===== config.mk =====
export PLATFORM = sky130hd
export DESIGN_NAME = gyi_dp
export DESIGN_NICKNAME = d
export VERILOG_FILES = /design/src/hw/rtl/gyi_pkg.sv /design/src/hw/rtl/gyi_dp.sv
export SDC_FILE = /design/constraint.sdc
export NUM_CORES = 2
export LEC_CHECK = 0
export BUFFER_PORTS_ARGS = -buffer_cell sky130_fd_sc_hd__buf_4
export CAP_MARGIN = 30
export CORE_AREA = 2 2 392 394
export CTS_CLUSTER_SIZE = 12
export DETAILED_ROUTE_END_ITERATION = 7
export DIE_AREA = 0 0 394 396
export GPL_TIMING_DRIVEN = 0
export PLACE_DENSITY = 0.77
export SYNTH_ARGS = -nofsm -noshare
export SYNTH_HDL_FRONTEND = slang
export SYNTH_SLANG_ARGS = --single-unit
export TNS_END_PERCENT = 30

===== constraint.sdc =====
create_clock -name aclk -period 13.5 [get_ports aclk]
set_input_delay 2.7 -clock aclk [delete_from_list [all_inputs] [get_ports aclk]]
set_output_delay 2.7 -clock aclk [all_outputs]
set_load 0.05 [all_outputs]

===== src/hw/rtl/gyi_pkg.sv =====
// gyi_pkg: shared types and constants of the gyro yaw integrator
// holds the config struct and the controller/datapath command and status words
// no dependencies
package gyi_pkg;

    // biquad taps, one multiply each
    localparam int NumTaps = 5;
    localparam int TapW    = 3;

    // divide by 10^6: quotient bits, bits per cycle
    localparam int QuoW     = 27;
    localparam int DivBits  = 3;
    localparam int DivSteps = QuoW / DivBits;
    localparam int DivCntW  = 4;

    localparam logic signed [31:0] ALPHA_Q24      = 32'sd33554;
    localparam logic signed [32:0] BIAS_LIMIT     = 33'sd131072;
    localparam logic signed [32:0] BIAS_LIMIT_NEG = -33'sd131072;
    localparam logic [15:0]        DT_MIN_US      = 16'd1000;
    localparam logic [15:0]        DT_MAX_US      = 16'd50000;
    localparam logic [15:0]        DT_DEFAULT_US  = 16'd10000;
    localparam logic [19:0]        US_PER_S       = 20'd1000000;
    localparam logic [47:0]        HALF_US_PER_S  = 48'd500000;

    typedef enum logic [1:0] {
        MODE_RAW  = 2'd0,
        MODE_DZ   = 2'd1,
        MODE_LPF  = 2'd2,
        MODE_BIAS = 2'd3
    } mode_t;

    typedef struct packed {
        mode_t       mode;
        logic        learn_en;
        logic [15:0] deadzone;
        logic [31:0] b0;
        logic [31:0] b1;
        logic [31:0] b2;
        logic [31:0] a1;
        logic [31:0] a2;
    } cfg_t;

    typedef enum logic [2:0] {
        MUL_BIAS,
        MUL_B0,
        MUL_B1,
        MUL_B2,
        MUL_A1,
        MUL_A2,
        MUL_DT
    } mul_sel_t;

    typedef enum logic [1:0] {
        ACC_HOLD,
        ACC_CLR,
        ACC_ADD,
        ACC_SUB
    } acc_op_t;

    typedef struct packed {
        logic     capture;
        logic     load_yaw;
        mul_sel_t mul_sel;
        logic     bias_upd;
        logic     set_used;
        acc_op_t  acc_op;
        logic     filt_upd;
        logic     div_init;
        logic     div_step;
        logic     yaw_upd;
        logic     out_load;
    } cmd_t;

    typedef struct packed {
        logic  action;
        mode_t mode;
        logic  learn_en;
        logic  err_ok;
    } sts_t;

endpackage


===== src/hw/rtl/gyi_dp.sv =====
// gyi_dp: datapath of the gyro yaw integrator
// shared 32x32 multiplier, biquad accumulator, radix-8 divide by 10^6, yaw state
// depends on gyi_pkg
module gyi_dp (
    input  logic            aclk,
    input  logic            aresetn,
    input  gyi_pkg::cmd_t   cmd,
    input  gyi_pkg::cfg_t   cfg,
    input  logic            clr_hist,
    input  logic            s_tuser,
    input  logic [95:0]     s_tdata,
    output gyi_pkg::sts_t   sts,
    output logic [159:0]    m_tdata
);

    // captured word
    logic               act_reg;
    logic signed [31:0] rate_reg;
    logic [15:0]        us_reg;
    logic [47:0]        angle_reg;

    // architectural state
    logic signed [47:0] yaw_reg;
    logic signed [31:0] bias_reg;
    logic signed [31:0] x1_reg, x2_reg, y1_reg, y2_reg;

    // working registers
    logic signed [31:0] used_reg;
    logic signed [31:0] filt_reg;
    logic signed [63:0] prod_reg;
    logic signed [66:0] acc_reg;
    logic [19:0]        rem_reg;
    logic [26:0]        num_reg;
    logic [26:0]        quo_reg;
    logic               neg_reg;
    logic [159:0]       out_reg;

    logic [15:0]        us_in;
    logic [15:0]        us_chk;
    logic signed [32:0] err;
    logic               err_ok;
    logic signed [63:0] inc;
    logic signed [33:0] bias_sum;
    logic [31:0]        bias_sat;
    logic signed [32:0] diff;
    logic [31:0]        diff_sat;
    logic [31:0]        pre;
    logic [32:0]        mag;
    logic [31:0]        used_val;
    logic signed [31:0] mul_a, mul_b;
    logic signed [63:0] mul_p;
    logic signed [66:0] prod_ext;
    logic signed [66:0] rnd;
    logic [31:0]        y_sat;
    logic [47:0]        dt_abs;
    logic [47:0]        dt_num;
    logic [19:0]        rem_nx;
    logic [26:0]        num_nx;
    logic [26:0]        quo_nx;
    logic [48:0]        delta;
    logic [48:0]        yaw_sum;
    logic [47:0]        yaw_sat;

    // interval range check
    assign us_in  = s_tdata[47:32];
    assign us_chk = (us_in < gyi_pkg::DT_MIN_US || us_in > gyi_pkg::DT_MAX_US)
                    ? gyi_pkg::DT_DEFAULT_US : us_in;

    // bias learning, error taken against the bias before update
    assign err    = {rate_reg[31], rate_reg} - {bias_reg[31], bias_reg};
    assign err_ok = (err >= gyi_pkg::BIAS_LIMIT_NEG) && (err <= gyi_pkg::BIAS_LIMIT);
    assign inc    = (prod_reg + 64'sd8388608) >>> 24;
    assign bias_sum = {bias_reg[31], bias_reg[31], bias_reg} + inc[33:0];
    assign bias_sat = (bias_sum[33:31] == 3'b000 || bias_sum[33:31] == 3'b111)
                      ? bias_sum[31:0]
                      : (bias_sum[33] ? 32'h8000_0000 : 32'h7FFF_FFFF);

    // bias subtraction and deadzone
    assign diff     = {rate_reg[31], rate_reg} - {bias_reg[31], bias_reg};
    assign diff_sat = (diff[32] == diff[31]) ? diff[31:0]
                      : (diff[32] ? 32'h8000_0000 : 32'h7FFF_FFFF);
    assign pre      = (cfg.mode == gyi_pkg::MODE_BIAS) ? diff_sat : rate_reg;
    assign mag      = pre[31] ? (33'd0 - {1'b1, pre}) : {1'b0, pre};
    assign used_val = (cfg.mode != gyi_pkg::MODE_RAW && mag < {17'd0, cfg.deadzone})
                      ? 32'd0 : pre;

    // shared multiplier operand select
    always_comb begin
        case (cmd.mul_sel)
            gyi_pkg::MUL_BIAS: begin
                mul_a = err[31:0];
                mul_b = gyi_pkg::ALPHA_Q24;
            end
            gyi_pkg::MUL_B0: begin
                mul_a = cfg.b0;
                mul_b = used_reg;
            end
            gyi_pkg::MUL_B1: begin
                mul_a = cfg.b1;
                mul_b = x1_reg;
            end
            gyi_pkg::MUL_B2: begin
                mul_a = cfg.b2;
                mul_b = x2_reg;
            end
            gyi_pkg::MUL_A1: begin
                mul_a = cfg.a1;
                mul_b = y1_reg;
            end
            gyi_pkg::MUL_A2: begin
                mul_a = cfg.a2;
                mul_b = y2_reg;
            end
            default: begin
                mul_a = filt_reg;
                mul_b = {16'd0, us_reg};
            end
        endcase
    end

    assign mul_p    = mul_a * mul_b;
    assign prod_ext = {{3{prod_reg[63]}}, prod_reg};

    // biquad output, round half up by 2^30 then saturate
    assign rnd   = (acc_reg + 67'sd536870912) >>> 30;
    assign y_sat = (&rnd[66:31] || ~|rnd[66:31]) ? rnd[31:0]
                   : (rnd[66] ? 32'h8000_0000 : 32'h7FFF_FFFF);

    // magnitude of rate times interval plus half the divisor
    assign dt_abs = prod_reg[47] ? (48'd0 - prod_reg[47:0]) : prod_reg[47:0];
    assign dt_num = dt_abs + gyi_pkg::HALF_US_PER_S;

    // three restoring divide steps per cycle
    always_comb begin
        logic [20:0] t;
        rem_nx = rem_reg;
        num_nx = num_reg;
        quo_nx = quo_reg;
        for (int k = 0; k < gyi_pkg::DivBits; k++) begin
            t = {rem_nx, num_nx[26]};
            num_nx = {num_nx[25:0], 1'b0};
            if (t >= {1'b0, gyi_pkg::US_PER_S}) begin
                t = t - {1'b0, gyi_pkg::US_PER_S};
                quo_nx = {quo_nx[25:0], 1'b1};
            end else begin
                quo_nx = {quo_nx[25:0], 1'b0};
            end
            rem_nx = t[19:0];
        end
    end

    // signed delta and saturating yaw sum
    assign delta   = neg_reg ? (49'd0 - {22'd0, quo_reg}) : {22'd0, quo_reg};
    assign yaw_sum = {yaw_reg[47], yaw_reg} + delta;
    assign yaw_sat = (yaw_sum[48] == yaw_sum[47]) ? yaw_sum[47:0]
                     : (yaw_sum[48] ? 48'h8000_0000_0000 : 48'h7FFF_FFFF_FFFF);

    // state with reset
    always_ff @(posedge aclk) begin
        if (!aresetn) begin
            yaw_reg  <= '0;
            bias_reg <= '0;
            x1_reg   <= '0;
            x2_reg   <= '0;
            y1_reg   <= '0;
            y2_reg   <= '0;
        end else begin
            if (clr_hist) begin
                bias_reg <= '0;
                x1_reg   <= '0;
                x2_reg   <= '0;
                y1_reg   <= '0;
                y2_reg   <= '0;
            end else if (cmd.load_yaw) begin
                x1_reg <= '0;
                x2_reg <= '0;
                y1_reg <= '0;
                y2_reg <= '0;
            end else if (cmd.filt_upd) begin
                x2_reg <= x1_reg;
                x1_reg <= used_reg;
                y2_reg <= y1_reg;
                y1_reg <= y_sat;
            end
            if (cmd.bias_upd) begin
                bias_reg <= bias_sat;
            end
            if (cmd.load_yaw) begin
                yaw_reg <= angle_reg;
            end else if (cmd.yaw_upd) begin
                yaw_reg <= yaw_sat;
            end
        end
    end

    // working registers, no reset
    always_ff @(posedge aclk) begin
        prod_reg <= mul_p;
        if (cmd.capture) begin
            act_reg   <= s_tuser;
            rate_reg  <= s_tdata[31:0];
            us_reg    <= us_chk;
            angle_reg <= s_tdata[95:48];
        end
        if (cmd.load_yaw) begin
            used_reg <= '0;
            filt_reg <= '0;
        end else if (cmd.set_used) begin
            used_reg <= used_val;
            filt_reg <= used_val;
        end else if (cmd.filt_upd) begin
            filt_reg <= y_sat;
        end
        case (cmd.acc_op)
            gyi_pkg::ACC_CLR: acc_reg <= '0;
            gyi_pkg::ACC_ADD: acc_reg <= acc_reg + prod_ext;
            gyi_pkg::ACC_SUB: acc_reg <= acc_reg - prod_ext;
            default:          acc_reg <= acc_reg;
        endcase
        if (cmd.div_init) begin
            neg_reg <= prod_reg[47];
            rem_reg <= dt_num[46:27];
            num_reg <= dt_num[26:0];
            quo_reg <= '0;
        end else if (cmd.div_step) begin
            rem_reg <= rem_nx;
            num_reg <= num_nx;
            quo_reg <= quo_nx;
        end
        if (cmd.out_load) begin
            out_reg <= {us_reg, bias_reg, filt_reg, used_reg, yaw_reg};
        end
    end

    assign sts.action   = act_reg;
    assign sts.mode     = cfg.mode;
    assign sts.learn_en = cfg.learn_en;
    assign sts.err_ok   = err_ok;
    assign m_tdata      = out_reg;

endmodule


==> qor.csv <==
metric,value,unit
status,finished clean,
worst path required time,14020,ps
routed wire length,342000,µm
Synth Area in Adders,0.322,
initial antenna violation count,22,
die width,394,µm
crit-path max cell delay,710,ps
total number of vias,74000,
clock period minus worst slack,13380,ps
main combinational cell family by area after synthesis,adder cells,
"Slew Viols, Final",0,
first-pass GRT wire length,494000,µm
CORE AREA,0.152,mm²
Max-Cap Viols,0,
Synth top area share,0.263,
YS warnings,0,
total gr overflow,0,
CP dominant cell by count,fa_1,
largest net degree at the start of global routing,94,
Post-Synthesis Cell Area,0.0828,mm²
Post-Synth Simple-Gate Area,0.154,
fin crit share,0.991,
CTS Sinks,735,
DR iter-0 viols,8149,
Post-Syn Nets,11100,
most common cell in the netlist,inv_1,
"Setup violations, final",0,
die height,396,µm
Synth cell types,111,
nature of the critical path startpoint,input port,
Compound-Gate Fraction of Synth Area,0.131,
max reg flops,160,
flop-to-flop setup slack,330,ps
Post-Synthesis Cells,9328,
Area Growth Syn to Fin,12.5,%
Site Rows,143,
DR vias/cell,6.14,
remaining antenna violation count,0,
TritonCTS clock tree,built,
Max Buffers Root-to-Sink,3,
Synth area leader,fa_1,
CP Capture Type,flip-flop,
post-synthesis xor/xnor area fraction,0.0526,
die area,0.156,mm²
placed wire-length estimate,284000,µm
worst relative slew slack,0.212,
fmax,0.0748,GHz
Initial Utilization,0.547,
drt drc,0,
final setup TNS,0,ps
RSZ-0062 raised after global routing,yes,
Final Hold Violating Endpoints,0,
"Async S/R FF share, synth",0,
Clock Latency Late Sink,750,ps
Crit path buffers/inverters,11,
worst slew pin tran,1180,ps
Worst-path clk slew,60,ps
I/O Buffers,451,
cts bufs inserted,81,
GPL Wtd Cong,1.08,
synth top area cells,"fa_1, edfxtp_1, dfxtp_1, inv_1, ha_1",
layout cell share with drive strength beyond 1,0.103,
DR WL/cell,28.3,µm
vias in the first global route,73300,
Worst EP arrival,13900,ps
sequential fraction of the synthesis area,0.223,
Post-synth top cells,"inv_1, fa_1, nand2_1, nor2_1, clkbuf_1",
Top-Level Pins,458,
Hold Crit Class,flip-flop to flip-flop,
"Top FF cell, synth",edfxtp_1,
Root Driver,clkbuf_16,
Setup CP Type,input port to flip-flop,
number of flops mapped to enable cells by yosys,372,
H-tree levels,3,
CP max FO,10,
post-layout net count,11700,
drt pass-1 iters,7,
Syn Area/Cell,8.88,µm²
# fillers,13100,
GRT Total Usage,0.434,
Worst path slowest cell,fa_1,
family with the most delay on the worst path,adder cells,
hold_buf cts,0,
#FFs+latches synth,735,
clk_skew,96.9,ps
mux cell area share after synthesis,0.0317,
## path summary, 6_finish.rpt
| kind | from | cells past startpoint | endpoint |
|---|---|---|---|
| setup / recovery | cmd[11] | 39 | prod_reg[63]$_DFF_P_ |
| hold / removal | angle_reg[31]$_DFFE_PP_ | 2 | yaw_reg[31]$_SDFFE_PN0P_ |
| setup reg to reg | bias_reg[6]$_SDFFE_PN0P_ | 43 | prod_reg[63]$_DFF_P_ |
| hold reg to reg | angle_reg[31]$_DFFE_PP_ | 2 | yaw_reg[31]$_SDFFE_PN0P_ |
## metrics by stage
step	std cells	setup slack, ps	hold slack [ps]	utilization	area [µm²]
global placement	11800	-3580	446	0.586	88700
global route	12000	-24.7	439	0.615	93200
finish	12100	123	409	0.615	93200
CTS	12000	-44.4	404	0.612	92800
floorplan	9328	908	417	-	82800
detailed placement	11900	-2950	432	0.592	89800
## layer usage
| metal | share of wire | track usage | vias to the layer above | routed length [µm] |
|---|---|---|---|---|
| met2 | 0.43 | 0.663 | 4563 | 148000 |
| li1 | - | - | 31900 | - |
| met5 | 0.0012 | 0 | - | 421 |
| met3 | 0.12 | 0.130 | 1073 | 41300 |
| met1 | 0.38 | 0.552 | 36500 | 129000 |
| met4 | 0.069 | 0.239 | 40 | 23500 |
## timing repair
action | CTS | global route
resized for setup | 143 | 151
endpoints found under the setup margin | 35 | 16
pin swaps | 2 | 5
setup buffers | 7 | 4
## cells by family (layout without fill, tap and decap cells)
group,after synthesis,count (layout)
buf+inv,1874,2562
mux,256,256
flops,735,735
fa+ha+maj,1478,1478
other cells,0,7
xor+xnor,497,497
simple gates,2829,2829
compound gates,1659,1659
## worst min-delay path: stages (launching register included)
cell and delay, ps:
edfxtp_1 330, nand2_1 50, o21ai_0 60
## layout make-up
cell class,count,area [µm²],area share
Sequential cell,735,18400,0.198
Tap cell,2030,2540,0.0273
Timing Repair Buffer,556,4450,0.0478
Clock buffer,121,2320,0.0249
Buffer,441,1920,0.0206
Inverter,1417,5330,0.0572
Antenna cell,7,17.5,0.000188
Clock inverter,27,335,0.00360
Multi-Input combinational cell,6719,57800,0.621
## layout by cell type, fill, tap and decap left out, types with 96 or more instances in the layout
cell      count
fa_1       1083
xor2_1      194
nand2b_1     96
nand2_1     977
buf_4       516
nor3_1      153
nor2_1      951
nand3_1     118
dfxtp_1     359
nor2b_1      97
mux2i_1     205
inv_1      1409
a21oi_1     355
clkbuf_1    321
edfxtp_1    372
xnor2_1     297
a21o_1      140
o21ai_0     322
ha_1        392
and2_1      101
Power is left out: the tool's default activity adds up to more than one toggle a clock period on the data nets, which glitch-free logic cannot reach.
