$ cat src/hw/rtl/gyi_pkg.sv
// gyi_pkg: shared types and constants of the gyro yaw integrator
// holds the config struct and the controller/datapath command and status words
// no dependencies
package gyi_pkg;

    // biquad taps, one multiply each
    localparam int NumTaps = 5;
    localparam int TapW    = 3;

    // divide by 10^6: quotient bits, bits per cycle
    localparam int QuoW     = 27;
    localparam int DivBits  = 3;
    localparam int DivSteps = QuoW / DivBits;
    localparam int DivCntW  = 4;

    localparam logic signed [31:0] ALPHA_Q24      = 32'sd33554;
    localparam logic signed [32:0] BIAS_LIMIT     = 33'sd131072;
    localparam logic signed [32:0] BIAS_LIMIT_NEG = -33'sd131072;
    localparam logic [15:0]        DT_MIN_US      = 16'd1000;
    localparam logic [15:0]        DT_MAX_US      = 16'd50000;
    localparam logic [15:0]        DT_DEFAULT_US  = 16'd10000;
    localparam logic [19:0]        US_PER_S       = 20'd1000000;
    localparam logic [47:0]        HALF_US_PER_S  = 48'd500000;

    typedef enum logic [1:0] {
        MODE_RAW  = 2'd0,
        MODE_DZ   = 2'd1,
        MODE_LPF  = 2'd2,
        MODE_BIAS = 2'd3
    } mode_t;

    typedef struct packed {
        mode_t       mode;
        logic        learn_en;
        logic [15:0] deadzone;
        logic [31:0] b0;
        logic [31:0] b1;
        logic [31:0] b2;
        logic [31:0] a1;
        logic [31:0] a2;
    } cfg_t;

    typedef enum logic [2:0] {
        MUL_BIAS,
        MUL_B0,
        MUL_B1,
        MUL_B2,
        MUL_A1,
        MUL_A2,
        MUL_DT
    } mul_sel_t;

    typedef enum logic [1:0] {
        ACC_HOLD,
        ACC_CLR,
        ACC_ADD,
        ACC_SUB
    } acc_op_t;

    typedef struct packed {
        logic     capture;
        logic     load_yaw;
        mul_sel_t mul_sel;
        logic     bias_upd;
        logic     set_used;
        acc_op_t  acc_op;
        logic     filt_upd;
        logic     div_init;
        logic     div_step;
        logic     yaw_upd;
        logic     out_load;
    } cmd_t;

    typedef struct packed {
        logic  action;
        mode_t mode;
        logic  learn_en;
        logic  err_ok;
    } sts_t;

endpackage

$ cat src/hw/rtl/gyi_ctrl.sv
// gyi_ctrl: sequencer of the gyro yaw integrator
// walks one word through bias, deadzone, biquad taps, divide and yaw update; a yaw load goes straight to the output
// depends on gyi_pkg
module gyi_ctrl (
    input  logic            aclk,
    input  logic            aresetn,
    input  logic            s_tvalid,
    output logic            s_tready,
    output logic            m_tvalid,
    input  logic            m_tready,
    input  gyi_pkg::sts_t   sts,
    output gyi_pkg::cmd_t   cmd
);

    typedef enum logic [3:0] {
        S_IDLE,
        S_START,
        S_BIAS_UPD,
        S_USED,
        S_TAP,
        S_FILT,
        S_DT_MUL,
        S_DIV_INIT,
        S_DIV,
        S_ACCUM,
        S_OUT
    } state_t;

    localparam logic [gyi_pkg::TapW-1:0]    TapLast = gyi_pkg::TapW'(gyi_pkg::NumTaps);
    localparam logic [gyi_pkg::DivCntW-1:0] DivLast =
        gyi_pkg::DivCntW'(gyi_pkg::DivSteps - 1);

    state_t                      state_reg, state_next;
    logic [gyi_pkg::TapW-1:0]    tap_reg, tap_next;
    logic [gyi_pkg::DivCntW-1:0] cnt_reg, cnt_next;
    logic                        m_tvalid_reg, m_tvalid_next;

    assign s_tready = (state_reg == S_IDLE);
    assign m_tvalid = m_tvalid_reg;

    always_comb begin
        state_next    = state_reg;
        tap_next      = tap_reg;
        cnt_next      = cnt_reg;
        m_tvalid_next = m_tvalid_reg & ~m_tready;

        cmd          = '0;
        cmd.mul_sel  = gyi_pkg::MUL_DT;
        cmd.acc_op   = gyi_pkg::ACC_HOLD;

        unique case (state_reg)
            S_IDLE: begin
                if (s_tvalid) begin
                    cmd.capture = 1'b1;
                    state_next  = S_START;
                end
            end
            S_START: begin
                if (sts.action) begin
                    cmd.load_yaw = 1'b1;
                    state_next   = S_OUT;
                end else if (sts.mode == gyi_pkg::MODE_BIAS) begin
                    cmd.mul_sel = gyi_pkg::MUL_BIAS;
                    state_next  = S_BIAS_UPD;
                end else begin
                    state_next = S_USED;
                end
            end
            S_BIAS_UPD: begin
                cmd.bias_upd = sts.learn_en & sts.err_ok;
                state_next   = S_USED;
            end
            S_USED: begin
                cmd.set_used = 1'b1;
                cmd.acc_op   = gyi_pkg::ACC_CLR;
                tap_next     = '0;
                if (sts.mode == gyi_pkg::MODE_LPF || sts.mode == gyi_pkg::MODE_BIAS) begin
                    state_next = S_TAP;
                end else begin
                    state_next = S_DT_MUL;
                end
            end
            S_TAP: begin
                // issue tap k, accumulate the registered product of tap k-1
                case (tap_reg)
                    3'd0:    cmd.mul_sel = gyi_pkg::MUL_B0;
                    3'd1:    cmd.mul_sel = gyi_pkg::MUL_B1;
                    3'd2:    cmd.mul_sel = gyi_pkg::MUL_B2;
                    3'd3:    cmd.mul_sel = gyi_pkg::MUL_A1;
                    default: cmd.mul_sel = gyi_pkg::MUL_A2;
                endcase
                if (tap_reg == 3'd0) begin
                    cmd.acc_op = gyi_pkg::ACC_HOLD;
                end else if (tap_reg <= 3'd3) begin
                    cmd.acc_op = gyi_pkg::ACC_ADD;
                end else begin
                    cmd.acc_op = gyi_pkg::ACC_SUB;
                end
                tap_next = tap_reg + 1'b1;
                if (tap_reg == TapLast) begin
                    state_next = S_FILT;
                end
            end
            S_FILT: begin
                cmd.filt_upd = 1'b1;
                state_next   = S_DT_MUL;
            end
            S_DT_MUL: begin
                cmd.mul_sel = gyi_pkg::MUL_DT;
                state_next  = S_DIV_INIT;
            end
            S_DIV_INIT: begin
                cmd.div_init = 1'b1;
                cnt_next     = '0;
                state_next   = S_DIV;
            end
            S_DIV: begin
                cmd.div_step = 1'b1;
                cnt_next     = cnt_reg + 1'b1;
                if (cnt_reg == DivLast) begin
                    state_next = S_ACCUM;
                end
            end
            S_ACCUM: begin
                cmd.yaw_upd = 1'b1;
                state_next  = S_OUT;
            end
            S_OUT: begin
                if (!m_tvalid_reg || m_tready) begin
                    cmd.out_load  = 1'b1;
                    m_tvalid_next = 1'b1;
                    state_next    = S_IDLE;
                end
            end
            default: begin
                state_next = S_IDLE;
            end
        endcase
    end

    always_ff @(posedge aclk) begin
        if (!aresetn) begin
            state_reg    <= S_IDLE;
            tap_reg      <= '0;
            cnt_reg      <= '0;
            m_tvalid_reg <= 1'b0;
        end else begin
            state_reg    <= state_next;
            tap_reg      <= tap_next;
            cnt_reg      <= cnt_next;
            m_tvalid_reg <= m_tvalid_next;
        end
    end

endmodule

$ cat config.mk
export PLATFORM = sky130hd
export DESIGN_NAME = gyi_ctrl
export DESIGN_NICKNAME = d
export VERILOG_FILES = /design/src/hw/rtl/gyi_pkg.sv /design/src/hw/rtl/gyi_ctrl.sv
export SDC_FILE = /design/constraint.sdc
export NUM_CORES = 1
export LEC_CHECK = 0
export ABC_AREA = 1
export BUFFER_PORTS_ARGS = -buffer_cell sky130_fd_sc_hd__buf_2
export CAP_MARGIN = 20
export CORE_UTILIZATION = 52
export CTS_BUF_LIST = sky130_fd_sc_hd__clkbuf_4
export DETAILED_ROUTE_END_ITERATION = 8
export PLACE_DENSITY = 0.9
export SKIP_LAST_GASP = 1
export SLEW_MARGIN = 20
export SYNTH_ARGS = -nofsm -noshare
export SYNTH_HDL_FRONTEND = slang
export SYNTH_SLANG_ARGS = --single-unit
$ cat constraint.sdc
create_clock -name aclk -period 1.4 [get_ports aclk]
set_input_delay 0.07 -clock aclk [delete_from_list [all_inputs] [get_ports aclk]]
set_output_delay 0.07 -clock aclk [all_outputs]
set_load 0.05 [all_outputs]
==> metrics.log, run 1 <==
INFO  metric place.port_buffers = 24
INFO  metric start_util = 56.1%
INFO  metric worst_endpoint = cmd[5]
INFO  metric cts_htree_levels = 1
INFO  metric yosys_register_bits = 12
INFO  metric synthesis.nets = 161
INFO  metric synth-seq-area-share = 28.1%
INFO  metric tritoncts_num_sinks = 12
INFO  metric top_post_synthesis_cells_by_count = sky130_fd_sc_hd__nand2_1, sky130_fd_sc_hd__nor2_1, sky130_fd_sc_hd__inv_1
INFO  metric cts_hold_buffers = 0
INFO  metric top_cell_type_by_total_area_after_synthesis = sky130_fd_sc_hd__dfxtp_1
INFO  metric yosys.area.top_type_share = 28.1%
INFO  metric gpl.final_weighted_congestion = 0.867
INFO  metric numCtsBuffers = 3
INFO  metric synth.top_cells.by_area = sky130_fd_sc_hd__dfxtp_1, sky130_fd_sc_hd__nand2_1, sky130_fd_sc_hd__nor2_1
INFO  metric syn-instance-count = 145
INFO  metric clock_path_buffers = 2
INFO  metric root_buffer = sky130_fd_sc_hd__clkbuf_4
INFO  metric antenna_violations_before_repair = 0
INFO  metric dpl.hpwl = 1730 um
INFO  metric postSynth.topFlopCell = sky130_fd_sc_hd__dfxtp_1
INFO  metric synth.most_common_cell = sky130_fd_sc_hd__nand2_1
INFO  metric grt_start_max_net_pins = 10
INFO  metric status = stopped before the end
INFO  metric worst-endpoint-pin-kind = primary output
INFO  metric stop_stage = global routing
INFO  metric worst_slack_placed = -68.7 ps
INFO  metric number_of_flops_mapped_to_enable_cells_by_yosys = 0
INFO  metric syn-mean-instance-area = 5.89 sq um
INFO  metric synth_async_sr_flop_share = 0%
INFO  metric firstError = [ERROR DPL-0033] detailed placement checks failed during check placement.
INFO  metric synth-warning-count = 0
INFO  metric floorplan.rows = 14
INFO  metric die_height = 42.5 um
INFO  metric synthDistinctLibCells = 16
INFO  metric area_of_the_mapped_netlist = 855 sq um
INFO  metric io_pins = 25
INFO  metric die-width = 42.5 um
logic make-up after synthesis:
| logic type | share of synthesized area (%) |
|---|---|
| simple gates | 37.0 |
| buf+inv | 11.9 |
| compound gates | 12.7 |
| flops | 28.1 |
| fa+ha+maj | 10.2 |
stage by stage:
stage	cells	hold slack (ps)	instance area (sq um)	util [%]
after floorplan	145	193	900	-
after global placement	198	333	1140	74.6
after detailed placement	198	343	1140	74.6
after CTS	205	50.2	1350	88.5
what timing repair did:
action | CTS
setup endpoints to repair | 14
resized for setup | 53
pin swaps | 3
endpoints found under the hold margin | 0
setup buffers | 3
gates cloned | 0
==> run 2, diff against run 1 <==
--- a/config.mk
+++ b/config.mk
@@ -8,10 +8,10 @@
 export ABC_AREA = 1
 export BUFFER_PORTS_ARGS = -buffer_cell sky130_fd_sc_hd__buf_2
 export CAP_MARGIN = 20
-export CORE_UTILIZATION = 52
-export CTS_BUF_LIST = sky130_fd_sc_hd__clkbuf_4
+export CORE_AREA = 2 2 63 65
 export DETAILED_ROUTE_END_ITERATION = 8
-export PLACE_DENSITY = 0.9
+export DIE_AREA = 0 0 65 67
+export PLACE_DENSITY_LB_ADDON = 0.15
 export SKIP_LAST_GASP = 1
 export SLEW_MARGIN = 20
 export SYNTH_ARGS = -nofsm -noshare
==> metrics.log, run 2 <==
INFO  metric post-route-period-util = 108%
INFO  metric number_of_flops_mapped_to_enable_cells_by_yosys = 0
INFO  metric timing.critical_path.to_type = output pin
INFO  metric yosys_register_bits = 12
INFO  metric final_nets = 208
INFO  metric drt_pass1_iterations = 4
INFO  metric clock_path_buffers = 2
INFO  metric whs_path_depth = 4
INFO  metric r2r_start = state_reg[2]
INFO  metric worst_hold_path_type = in2reg
INFO  metric rsz_0062_raised_after_global_routing = yes
INFO  metric wl = 2600 um
INFO  metric synthDistinctLibCells = 16
INFO  metric die_area = 4360 sq um
INFO  metric top_cell_type_by_total_area_after_synthesis = sky130_fd_sc_hd__dfxtp_1
INFO  metric synth.most_common_cell = sky130_fd_sc_hd__nand2_1
INFO  metric static-leakage-power = 0.700 nW
INFO  metric gpl.final_weighted_congestion = 0.788
INFO  metric number_of_global_route_vias_before_repair = 960
INFO  metric numCtsBuffers = 3
INFO  metric io_pins = 25
INFO  metric layout-drive-gt1-share = 48.4%
INFO  metric grt_overflow_total = 0
INFO  metric cp-start-kind = flip-flop
INFO  metric area.sequential = 253 sq um
INFO  metric cts_hold_buffers = 0
INFO  metric slew_violations = 0
INFO  metric mostFrequentLayoutCell = sky130_fd_sc_hd__nand2_1
INFO  metric multi_input_comb_area = 693 sq um
INFO  metric die-width = 65 um
INFO  metric hold_violations = 0
INFO  metric fp.coreArea = 3610 sq um
INFO  metric avgViaCountPerCell = 4.34
INFO  metric floorplan.rows = 22
INFO  metric fin_hold_ws = 101 ps
INFO  metric grt_start_max_net_pins = 10
INFO  metric antenna_cell_count = 0
INFO  metric worst_ep_arrival_time = 1450 ps
INFO  metric irDropWorstVdd = 0.000542 V
INFO  metric layout.cells.most_common_list = sky130_fd_sc_hd__nand2_1, sky130_fd_sc_hd__nor2_1, sky130_fd_sc_hd__inv_1, sky130_fd_sc_hd__buf_6, sky130_fd_sc_hd__buf_4
INFO  metric gr-usage-all-layers = 12.2%
INFO  metric dpl.hpwl = 1910 um
INFO  metric synth.top_cells.by_area = sky130_fd_sc_hd__dfxtp_1, sky130_fd_sc_hd__nand2_1, sky130_fd_sc_hd__nor2_1
INFO  metric timing.setup.critical_path_class = reg2out
INFO  metric tritoncts = built
INFO  metric filler_cell_count = 381
INFO  metric tritoncts_num_sinks = 12
INFO  metric top_post_synthesis_cells_by_count = sky130_fd_sc_hd__nand2_1, sky130_fd_sc_hd__nor2_1, sky130_fd_sc_hd__inv_1
INFO  metric yosys.area.top_type_share = 28.1%
INFO  metric place_inst = 230
INFO  metric die_height = 67 um
INFO  metric place.port_buffers = 24
INFO  metric cp_data_required_time = 1330 ps
INFO  metric drc = 0
INFO  metric synth_async_sr_flop_share = 0%
INFO  metric slew_headroom = 82.1%
INFO  metric clk-insertion-delay-late = 240 ps
INFO  metric finalCriticalPeriod = 1520 ps
INFO  metric worst_slack = -118 ps
INFO  metric hp-start = m_tready
INFO  metric worst_setup_hold_path_clk_slew = 60 ps
INFO  metric stdcell_count = 238
INFO  metric timing_worst_slew_pin_value = 266 ps
INFO  metric violations = setup timing
INFO  metric cp-startpoint = state_reg[2]
INFO  metric cellPowerDensity = 1560 nW/um^2
INFO  metric vias = 1033
INFO  metric synth-warning-count = 0
INFO  metric r2r_cells = 9
INFO  metric fin_skew = 7.64 ps
INFO  metric fmax = 659 MHz
INFO  metric start_util = 23.7%
INFO  metric synth-seq-area-share = 28.1%
INFO  metric synthesis.nets = 161
INFO  metric worstPathMaxFanout = 4
INFO  metric antenna_violations_before_repair = 0
INFO  metric syn-mean-instance-area = 5.89 sq um
INFO  metric postSynth.topFlopCell = sky130_fd_sc_hd__dfxtp_1
INFO  metric maxCapViolCount = 0
INFO  metric area_of_the_mapped_netlist = 855 sq um
INFO  metric area_growth_syn_to_layout = 77.7%
INFO  metric avgRoutedWirePerCell = 10.9 um
INFO  metric cts_htree_levels = 1
INFO  metric finalSetupViolCount = 3
INFO  metric root_buffer = sky130_fd_sc_hd__clkbuf_8
INFO  metric grt_first_pass_wirelength = 4070 um
INFO  metric residual_antenna_violating_net_count_after_detailed_routing = 0
INFO  metric detailedRoute.firstIterationViolations = 33
INFO  metric syn-instance-count = 145
INFO  metric status = complete, but fails checks
[run 2: cell counts after synthesis]
Identical to the previous run, type by type.
[run 2: path summary, 6_finish.rpt]
path / endpoint / slack [ps]
hold / removal: m_tvalid / 100
hold reg to reg: cnt_reg[3] / 470
setup / recovery: cmd[11] / -120
setup reg to reg: tap_reg[1] / 70
[run 2: power breakdown]
group	switching [mW]	leakage, nW	internal (mW)
sequential	0.0856	0.101	0.408
clock	0.130	0.0216	0.190
combinational	0.961	0.578	0.590
[run 2: timing repair]
item	in CTS	in global routing
resized for setup	38	51
gates cloned	0	0
buffers inserted	4	1
setup endpoints to repair	13	16
pin swaps	6	10
[run 2: cell type report]
class	instances	share of cell area, %
Multi-Input combinational cell	106	45.6
Timing Repair Buffer	42	23.1
Sequential cell	12	16.6
Inverter	27	7.91
Tap cell	48	3.95
Clock buffer	3	2.72
[run 2: logic make-up (layout without fill, tap and decap cells)]
kind of cell | Yosys count | count (layout) | share of synthesized area, %
AO/OA/AOI/OAI | 20 | 20 | 12.7
flip-flops | 12 | 12 | 28.1
AND/OR/NAND/NOR | 79 | 79 | 37.0
adder cells (fa/ha/maj) | 7 | 7 | 10.2
buffers and inverters | 27 | 72 | 11.9
[run 2: critical path, cell delays in order (launching register included)]
cell,delay [ps]
sky130_fd_sc_hd__dfxtp_2,380
sky130_fd_sc_hd__inv_2,80
sky130_fd_sc_hd__nor2_4,110
sky130_fd_sc_hd__nand2_4,90
sky130_fd_sc_hd__inv_4,80
sky130_fd_sc_hd__o21ai_4,70
sky130_fd_sc_hd__o211ai_1,170
sky130_fd_sc_hd__buf_4,220
[run 2: routing by layer]
layer / track usage [%] / share of wire (%) / up-vias
met5: 0 / 0 / -
met4: 3.72 / 0.89 / 0
met3: 3.55 / 3.3 / 4
met2: 23.2 / 54 / 15
met1: 13.0 / 42 / 476
li1: - / - / 538
[run 2: through the flow]
step / setup slack [ps] / cell area [sq um] / TNS [ps] / utilization (%) / total power [mW]
3_3_place_gp: -17.0 / 1180 / -17.0 / 32.7 / 1.70
2_1_floorplan: -286 / 900 / -653 / - / 1.32
4_1_cts: -123 / 1360 / -392 / 37.6 / 2.17
5_1_grt: -189 / 1520 / -608 / 42.1 / 2.53
6_report: -118 / 1520 / -273 / 42.1 / 2.36
3_5_place_dp: -41.5 / 1180 / -57.5 / 32.7 / 1.70
No activity file was read; power rests on OpenSTA's default activity.
