File: src/hw/rtl/gyi_pkg.sv
// gyi_pkg: shared types and constants of the gyro yaw integrator
// holds the config struct and the controller/datapath command and status words
// no dependencies
package gyi_pkg;

    // biquad taps, one multiply each
    localparam int NumTaps = 5;
    localparam int TapW    = 3;

    // divide by 10^6: quotient bits, bits per cycle
    localparam int QuoW     = 27;
    localparam int DivBits  = 3;
    localparam int DivSteps = QuoW / DivBits;
    localparam int DivCntW  = 4;

    localparam logic signed [31:0] ALPHA_Q24      = 32'sd33554;
    localparam logic signed [32:0] BIAS_LIMIT     = 33'sd131072;
    localparam logic signed [32:0] BIAS_LIMIT_NEG = -33'sd131072;
    localparam logic [15:0]        DT_MIN_US      = 16'd1000;
    localparam logic [15:0]        DT_MAX_US      = 16'd50000;
    localparam logic [15:0]        DT_DEFAULT_US  = 16'd10000;
    localparam logic [19:0]        US_PER_S       = 20'd1000000;
    localparam logic [47:0]        HALF_US_PER_S  = 48'd500000;

    typedef enum logic [1:0] {
        MODE_RAW  = 2'd0,
        MODE_DZ   = 2'd1,
        MODE_LPF  = 2'd2,
        MODE_BIAS = 2'd3
    } mode_t;

    typedef struct packed {
        mode_t       mode;
        logic        learn_en;
        logic [15:0] deadzone;
        logic [31:0] b0;
        logic [31:0] b1;
        logic [31:0] b2;
        logic [31:0] a1;
        logic [31:0] a2;
    } cfg_t;

    typedef enum logic [2:0] {
        MUL_BIAS,
        MUL_B0,
        MUL_B1,
        MUL_B2,
        MUL_A1,
        MUL_A2,
        MUL_DT
    } mul_sel_t;

    typedef enum logic [1:0] {
        ACC_HOLD,
        ACC_CLR,
        ACC_ADD,
        ACC_SUB
    } acc_op_t;

    typedef struct packed {
        logic     capture;
        logic     load_yaw;
        mul_sel_t mul_sel;
        logic     bias_upd;
        logic     set_used;
        acc_op_t  acc_op;
        logic     filt_upd;
        logic     div_init;
        logic     div_step;
        logic     yaw_upd;
        logic     out_load;
    } cmd_t;

    typedef struct packed {
        logic  action;
        mode_t mode;
        logic  learn_en;
        logic  err_ok;
    } sts_t;

endpackage

File: src/hw/rtl/gyi_regs.sv
// gyi_regs: apb register file of the gyro yaw integrator
// mode write pulses a history clear toward the datapath
// depends on gyi_pkg
module gyi_regs (
    input  logic                aclk,
    input  logic                aresetn,
    input  logic                psel,
    input  logic                penable,
    input  logic                pwrite,
    input  logic [4:0]          paddr,
    input  logic [31:0]         pwdata,
    output logic [31:0]         prdata,
    output logic                pready,
    output gyi_pkg::cfg_t       cfg,
    output logic                clr_hist
);

    typedef enum logic [2:0] {
        REG_MODE,
        REG_LEARN,
        REG_DZ,
        REG_B0,
        REG_B1,
        REG_B2,
        REG_A1,
        REG_A2
    } reg_idx_t;

    localparam logic [15:0] RstDeadzone = 16'd3277;
    localparam logic [31:0] RstB0       = 32'd203409651;
    localparam logic [31:0] RstB1       = 32'd406819302;
    localparam logic [31:0] RstB2       = 32'd203409651;
    localparam logic [31:0] RstA1       = 32'hEA4F_A051;   // -363880367
    localparam logic [31:0] RstA2       = 32'd103798622;

    gyi_pkg::cfg_t cfg_reg;
    reg_idx_t      idx;
    logic          wr_en;

    assign idx      = reg_idx_t'(paddr[4:2]);
    assign wr_en    = psel & penable & pwrite;
    assign pready   = 1'b1;
    assign cfg      = cfg_reg;
    assign clr_hist = wr_en && (idx == REG_MODE);

    always_ff @(posedge aclk) begin
        if (!aresetn) begin
            cfg_reg.mode     <= gyi_pkg::MODE_DZ;
            cfg_reg.learn_en <= 1'b0;
            cfg_reg.deadzone <= RstDeadzone;
            cfg_reg.b0       <= RstB0;
            cfg_reg.b1       <= RstB1;
            cfg_reg.b2       <= RstB2;
            cfg_reg.a1       <= RstA1;
            cfg_reg.a2       <= RstA2;
        end else if (wr_en) begin
            unique case (idx)
                REG_MODE:  cfg_reg.mode     <= gyi_pkg::mode_t'(pwdata[1:0]);
                REG_LEARN: cfg_reg.learn_en <= pwdata[0];
                REG_DZ:    cfg_reg.deadzone <= pwdata[15:0];
                REG_B0:    cfg_reg.b0       <= pwdata;
                REG_B1:    cfg_reg.b1       <= pwdata;
                REG_B2:    cfg_reg.b2       <= pwdata;
                REG_A1:    cfg_reg.a1       <= pwdata;
                REG_A2:    cfg_reg.a2       <= pwdata;
                default:   cfg_reg.mode     <= cfg_reg.mode;
            endcase
        end
    end

    always_comb begin
        unique case (idx)
            REG_MODE:  prdata = {30'd0, cfg_reg.mode};
            REG_LEARN: prdata = {31'd0, cfg_reg.learn_en};
            REG_DZ:    prdata = {16'd0, cfg_reg.deadzone};
            REG_B0:    prdata = cfg_reg.b0;
            REG_B1:    prdata = cfg_reg.b1;
            REG_B2:    prdata = cfg_reg.b2;
            REG_A1:    prdata = cfg_reg.a1;
            REG_A2:    prdata = cfg_reg.a2;
            default:   prdata = 32'd0;
        endcase
    end

endmodule

File: config.mk
export PLATFORM = sky130hd
export DESIGN_NAME = gyi_regs
export DESIGN_NICKNAME = d
export VERILOG_FILES = /design/src/hw/rtl/gyi_pkg.sv /design/src/hw/rtl/gyi_regs.sv
export SDC_FILE = /design/constraint.sdc
export NUM_CORES = 1
export LEC_CHECK = 0
export BUFFER_PORTS_ARGS = -buffer_cell sky130_fd_sc_hd__buf_4
export CORE_MARGIN = 2
export CORE_UTILIZATION = 45
export CTS_CLUSTER_SIZE = 10
export DETAILED_ROUTE_END_ITERATION = 8
export PLACE_DENSITY = 0.79
export SETUP_SLACK_MARGIN = 0.4
export SYNTH_ARGS = -nofsm -noshare
export SYNTH_HDL_FRONTEND = slang
export SYNTH_SLANG_ARGS = --single-unit
File: constraint.sdc
create_clock -name aclk -period 2.8 [get_ports aclk]
set_clock_uncertainty 0.15 [all_clocks]
set_input_delay 0.56 -clock aclk [delete_from_list [all_inputs] [get_ports aclk]]
set_output_delay 0.56 -clock aclk [all_outputs]
set_load 0.05 [all_outputs]
==> results of run 1 <==
-- kinds of logic (layout without fill, tap and decap cells) --
family | Yosys count | in the layout | synth area share (%)
muxes | 142 | 142 | 20.84
DFF | 179 | 179 | 44.55
and+or+nand+nor | 187 | 188 | 10.33
other | 1 | 1 | 0.04662
buffers and inverters | 112 | 389 | 6.439
AOI/OAI and AO/OA | 211 | 211 | 17.79
-- per-stage QoR --
stage / hold slack (ps) / cells / instance area [sq um]
after floorplan: 529.4 / 832 / 8283
after global routing: 245.7 / 1335 / 11800
after detailed placement: 316.3 / 1267 / 10450
final: 234.3 / 1335 / 11800
after CTS: 224.9 / 1330 / 11650
after global placement: 307.5 / 1267 / 10450
-- how the worst max path moves through the flow --
stage                         from  cells after the start   endpoint
after floorplan           paddr[3]                      5  prdata[9]
after global placement    paddr[2]                      5  prdata[9]
after detailed placement  paddr[2]                      5  prdata[9]
after CTS                  cfg[37]                      4  prdata[5]
after global routing      paddr[4]                      5  prdata[1]
final                     paddr[3]                      6  prdata[1]
-- power by group --
group / internal [mW] / total, mW / switching, mW
Sequential: 2.57 / 2.59 / 0.0233
Combinational: 0.369 / 0.931 / 0.562
Clock: 1.35 / 2.42 / 1.07
-- routing by layer --
| metal | track usage [%] | wire, microns | vias up |
|---|---|---|---|
| li1 | - | - | 3554 |
| met1 | 38.46 | 11720 | 3862 |
| met2 | 49.75 | 14080 | 451 |
| met3 | 5.997 | 2744 | 65 |
| met4 | 12.36 | 875 | 0 |
| met5 | 0 | 0 | - |
-- Yosys cell counts, drive strengths merged, types with 2 or more instances --
cell type  number
dfxtp         179
nand2         128
mux2i         109
o21ai          85
o211ai         69
clkbuf         47
buf            36
inv            29
a22o           20
mux4           19
nor2b          16
o311ai         16
mux2           14
nor2           11
nand3           9
nand2b          6
a221o           5
a22oi           5
nor3b           4
a31oi           3
a221oi          2
nand3b          2
nand4           2
nor4            2
o31ai           2
or3             2
-- what timing repair did --
action	4_1_cts	5_1_grt
hold buffers	0	0
gates cloned	7	2
setup buffers	24	3
setup endpoints to repair	33	32
pin swaps	10	7
gates resized for setup	60	22
-- layout make-up --
cell class,count,area share [%]
sequential,179,30.46
timing repair buffer,328,25.16
tap,225,2.387
clock inverter,14,1.305
multi-input combinational,542,36.04
clock buffer,18,3.723
inverter,29,0.9228
-- worst max-delay path, stage by stage --
cell	delay [ps]
buf_8	140
clkbuf_16	170
nor2b_2	190
a31oi_1	380
a31oi_4	150
buf_6	180
-- layout by cell type (no fill, tap or decap), types with 15 or more instances in the layout --
cell type	synthesis	layout
buf_4	13	269
buf_6	4	32
clkbuf_16	0	19
dfxtp_1	179	171
inv_1	29	28
mux2i_1	109	109
mux4_2	19	19
nand2_1	128	123
nor2b_1	16	15
o211ai_1	69	69
o21ai_0	85	81
o311ai_0	16	16
==> summary.md, run 1 <==
| Metric | Value |
|---|---|
| Global placement routability congestion | `0.7947` |
| Setup TNS | `0 ps` |
| Fmax | `402.9 MHz` |
| Largest register FFs | `179` |
| Remaining antenna violation count | `0` |
| Via density | `5.942` |
| Die width | `137.7 microns` |
| Final hold violation count | `0` |
| Hold EP | `cfg[27]` |
| Final core occ | `67.73%` |
| Synth Net Count | `874` |
| H-tree Lvls | `4` |
| CTS sink count | `179` |
| Total core area | `17,420 sq um` |
| Die height | `137.7 microns` |
| Share of layout cells above drive strength 1 | `41.26%` |
| Hold Path Cell Cnt | `3` |
| DRT iter0 DRCs | `504` |
| Area of the multi-input gates | `4252 sq um` |
| DP Worst Slack | `-197.8 ps` |
| Leak pwr | `5.285 nW` |
| Worst setup EP type | `output pin` |
| Layout fillers | `1,335` |
| Yosys reg bits | `179` |
| CP Max Fanout | `8` |
| Fin. max-slew vios | `0` |
| Core Rows | `48` |
| Post-synth top area cell | `dfxtp_1` |
| Initial antenna violation count | `0` |
| Area growth from synthesis to layout | `46.65%` |
| Num ports | `255` |
| P per Cell Area | `503.7 nW/um^2` |
| Die Area | `18,960 sq um` |
| Largest cells by area after synthesis | `dfxtp_1 (45%), mux2i_1 (14%), o211ai_1 (6.4%)` |
| Synth unique cells | `40` |
| Max-cap violations | `0` |
| Final setup margin | `318.2 ps` |
| Worst Path Arrival | `1770 ps` |
| Slew HR | `42.50%` |
| Root buffer cell | `clkbuf_16` |
| WL final | `29.43 mm` |
| GRT Util Overall | `30.07%` |
| Via total after detailed routing | `7,932` |
| Global-route wire length before repair | `42.78 mm` |
| Slew @ Worst Pin | `862.6 ps` |
| Initial core utilization | `46.19%` |
| CTS tree | `built` |
| Final HPWL DP | `18.49 mm` |
| Synth Area per Inst | `9.668 sq um` |
| Final Power | `5.942 mW` |
| Seq/Total Area, Yosys | `44.55%` |
| CTS buffer count | `17` |
| Post-synth top area share | `44.55%` |
| Register area | `3593 sq um` |
| YS warnings | `0` |
| Ys async rst share | `0%` |
| R2R setup slack | `1840 ps` |
| Vias in the first global route | `7,595` |
| Max VDD drop | `0.0004201 V` |
| Fin crit share | `88.63%` |
| Residual DRC count | `0` |
| Worst Reg-to-Reg Cells | `2` |
| Hold Path Class | `in2reg` |
| 1st-pass router iterations | `7` |
| Period minus WS final | `2482 ps` |
| HP Start | `pwdata[27]` |
| RSZ-0062 raised after global routing | `yes` |
| Synth Flop Type | `dfxtp_1` |
| Type of origin of the critical path | `input port` |
| Worst reg2reg startpoint | `cfg[130]` |
| Clock Tree Buf Depth | `2` |
| DR WL/cell | `22.04 microns` |
| Reg2Reg Capture Point | `cfg[130]` |
| Worst EP required | `2090 ps` |
| Nets@finish | `1,139` |
| Post-Synthesis Cells | `832` |
| Worst skew pair latency | `420 ps` |
| Grt ovf | `0` |
| Critical path class | `in2out` |
| EDFF count, synth | `0` |
| Status | `finished, final reports clean` |
| Reg clk slew, reported paths | `80 ps` |
| ANT cells | `0` |
| Largest net degree at the start of global routing | `83` |
| Buffers added on ports | `251` |
| Final setup viols | `0` |
| Mapped Area | `8044 sq um` |
No activity file was read; power rests on OpenSTA's default activity.
==> run 2: changes to the inputs <==
--- a/config.mk
+++ b/config.mk
@@ -7,10 +7,10 @@
 export LEC_CHECK = 0
 export BUFFER_PORTS_ARGS = -buffer_cell sky130_fd_sc_hd__buf_4
 export CORE_MARGIN = 2
-export CORE_UTILIZATION = 45
+export CORE_UTILIZATION = 51
 export CTS_CLUSTER_SIZE = 10
 export DETAILED_ROUTE_END_ITERATION = 8
-export PLACE_DENSITY = 0.79
+export PLACE_DENSITY = 0.87
 export SETUP_SLACK_MARGIN = 0.4
 export SYNTH_ARGS = -nofsm -noshare
 export SYNTH_HDL_FRONTEND = slang
==> run 2 against run 1 <==
Effect of this change:
- sequential share of layout area decreased by 0.27 points
- utilization increased by 10 points
- maximum frequency rose by 0.17%
- combinational power up 2%
- die area down 11%
- register-to-register slack barely moved
- sequential power barely moved
- count of clock-buffer cells in the layout shrank 1
- highest routed layer unchanged
==> summary.md, run 2 (synthesis results as in run 1) <==
| Metric | Value |
|---|---|
| Status | `finished, final reports clean` |
| Hold EP | `cfg[27]` |
| CTS tree | `built` |
| Clock network power share | `41.7% (+1.0 points)` |
| ANT cells | `0 (unchanged)` |
| Worst reg2reg startpoint | `cfg[133]` |
| Residual DRC count | `0 (unchanged)` |
| Period minus WS final | `2478 ps (-4.239 ps)` |
| Leak pwr | `5.332 nW (+0.89%)` |
| Critical path class | `in2out` |
| Fin. max-slew vios | `0 (unchanged)` |
| Slew @ Worst Pin | `834.3 ps (-28.25 ps)` |
| Via total after detailed routing | `8,049 (+1.5%)` |
| Final HPWL DP | `17.45 mm (-5.6%)` |
| WL final | `29.96 mm (+1.8%)` |
| Num ports | `255 (unchanged)` |
| Slew HR | `44.38% (+1.9 points)` |
| 1st-pass router iterations | `5 (-2)` |
| Core Rows | `45 (-6.3%)` |
| Area growth from synthesis to layout | `47.95%` |
| NetSw | `1.695 mW (+2.7%)` |
| Grt ovf | `0 (unchanged)` |
| Remaining antenna violation count | `0 (unchanged)` |
| HP Start | `pwdata[27]` |
| Worst Reg-to-Reg Cells | `2 (unchanged)` |
| GRT Util Overall | `35.16% (+5.1 points)` |
| Global placement routability congestion | `0.8278 (+4.2%)` |
| Vias in the first global route | `7,829 (+3.1%)` |
| Buffers added on ports | `251 (unchanged)` |
| Final hold violation count | `0 (unchanged)` |
| Most common cell after layout, fill and taps aside | `buf_4` |
| Worst Path Arrival | `1770 ps (about the same)` |
| Worst skew pair latency | `430 ps (about the same)` |
| Flop pwr share | `42.7% (-1.0 points)` |
| Via density | `6.107 (+2.8%)` |
| Reg clk slew, reported paths | `70 ps (about the same)` |
| Switching Share | `27.87% (+0.091 points)` |
| Hold Path Class | `in2reg` |
| Largest net degree at the start of global routing | `68 (-18%)` |
| DR WL/cell | `22.73 microns (+3.1%)` |
| Nets@finish | `1,136 (-0.26%)` |
| Hold_ws | `238.2 ps (+3.903 ps)` |
| Clock Tree Buf Depth | `2 (unchanged)` |
| Design area | `11,900 sq um (+0.89%)` |
| CP Max Fanout | `15 (+7)` |
| Die width | `129.6 microns (-5.9%)` |
| Share of total power in combinational logic | `15.6% (about the same)` |
| DRT iter0 DRCs | `835 (+66%)` |
| Fmax | `403.6 MHz (+0.17%)` |
| Most frequent cells in the layout | `buf_4 (265), dfxtp_1 (171), nand2_1 (121)` |
| Max-cap violations | `0 (unchanged)` |
| Hold Path Cell Cnt | `3 (unchanged)` |
| Total core area | `15,310 sq um (-12%)` |
| Worst EP required | `2090 ps (about the same)` |
| Placed cell area | `10,360 sq um (-0.89%)` |
| Largest register FFs | `179 (unchanged)` |
| Reg2Reg Capture Point | `cfg[133]` |
| Int Power | `4.385 mW (+2.2%)` |
| Initial core utilization | `52.52% (+6.3 points)` |
| CTS buffer count | `17 (unchanged)` |
| H-tree Lvls | `4 (unchanged)` |
| Share of layout cells above drive strength 1 | `41.64% (+0.38 points)` |
| Worst setup EP type | `output pin` |
| Max VDD drop | `0.0004287 V (+2.1%)` |
| Fin crit share | `88.48% (-0.15 points)` |
| R2R setup slack | `1830 ps (about the same)` |
| Global-route wire length before repair | `45.02 mm (+5.2%)` |
| CTS sink count | `179 (unchanged)` |
| Layout fillers | `958 (-28%)` |
| Die Area | `16,790 sq um (-11%)` |
| Initial antenna violation count | `0 (unchanged)` |
| Type of origin of the critical path | `input port` |
| Final setup viols | `0 (unchanged)` |
| Root buffer cell | `clkbuf_16` |
| # hold bufs at CTS | `0 (unchanged)` |
| P per Cell Area | `510.9 nW/um^2 (+1.4%)` |
| RSZ-0062 raised after global routing | `yes` |
| Die height | `129.6 microns (-5.9%)` |
-- run 2: cell types whose count changed in the layout (fill, tap and decap cells not counted), moves of 3 or more --
cell      before  now
buf_6         32   26
mux2_2        13   10
buf_8          4   10
buf_16         6   10
mux2_4         1    4
inv_6          2    5
clkinv_2       3    0
buf_4        269  265
-- run 2: layer usage --
metal / track usage [%] / vias to the layer above / part of all wire (%)
met5: 0 / - / 0
met2: 58.33 / 524 / 49
met1: 42.66 / 3887 / 37
met4: 16.89 / 0 / 4.0
li1: - / 3528 / -
met3: 9.125 / 110 / 9.5
-- run 2: cell type report --
type                            instances  area [sq um]  area share [%]
Clock buffer                           17         425.4           3.574
Tap cell                              211         264.0           2.218
Inverter                               29         112.6          0.9462
Clock inverter                         15         197.7           1.661
Sequential cell                       179          3593           30.19
Multi-Input combinational cell        541          4288           36.03
Timing Repair Buffer                  326          3020           25.38
-- run 2: what timing repair did --
| item | CTS | global route |
|---|---|---|
| pin swaps | 12 | 7 |
| gates resized for setup | 98 | 13 |
| gates cloned | 8 | 0 |
| endpoints found under the hold margin | 0 | 0 |
| setup endpoints to repair | 33 | 32 |
| buffers inserted | 25 | 5 |
-- run 2: per-stage QoR --
step                utilization [%]  total power [mW]  TNS (ps)  setup WS, ps  instances
global placement              67.65             3.411    -509.8        -67.15       1248
finish                        77.71             6.080         0         322.5       1318
floorplan                         -             3.175         0         221.2        832
global route                  77.71             6.224         0         297.1       1318
CTS                           77.12             6.043         0         345.6       1313
detailed placement            67.65             3.421    -879.7        -100.8       1248
-- run 2: worst max path at each step --
stage,start,endpoint,cells past startpoint
2_1_floorplan,paddr[3],prdata[9],5
3_3_place_gp,paddr[2],prdata[20],5
3_5_place_dp,paddr[2],prdata[20],5
4_1_cts,paddr[2],prdata[20],5
5_1_grt,paddr[4],prdata[13],7
6_report,paddr[4],prdata[1],5
-- run 2: critical path: stages --
cell	delay [ps]
buf_12	120
bufbuf_16	300
nor4_1	540
a31oi_4	50
buf_6	180
-- run 2: power by group through the flow --
stage | registers, mW | logic, mW | clock network [mW]
5_1_grt | 2.60 | 0.986 | 2.64
4_1_cts | 2.59 | 0.913 | 2.54
3_5_place_dp | 2.65 | 0.770 | 0
6_report | 2.59 | 0.950 | 2.54
2_1_floorplan | 2.73 | 0.441 | 0
3_3_place_gp | 2.65 | 0.760 | 0
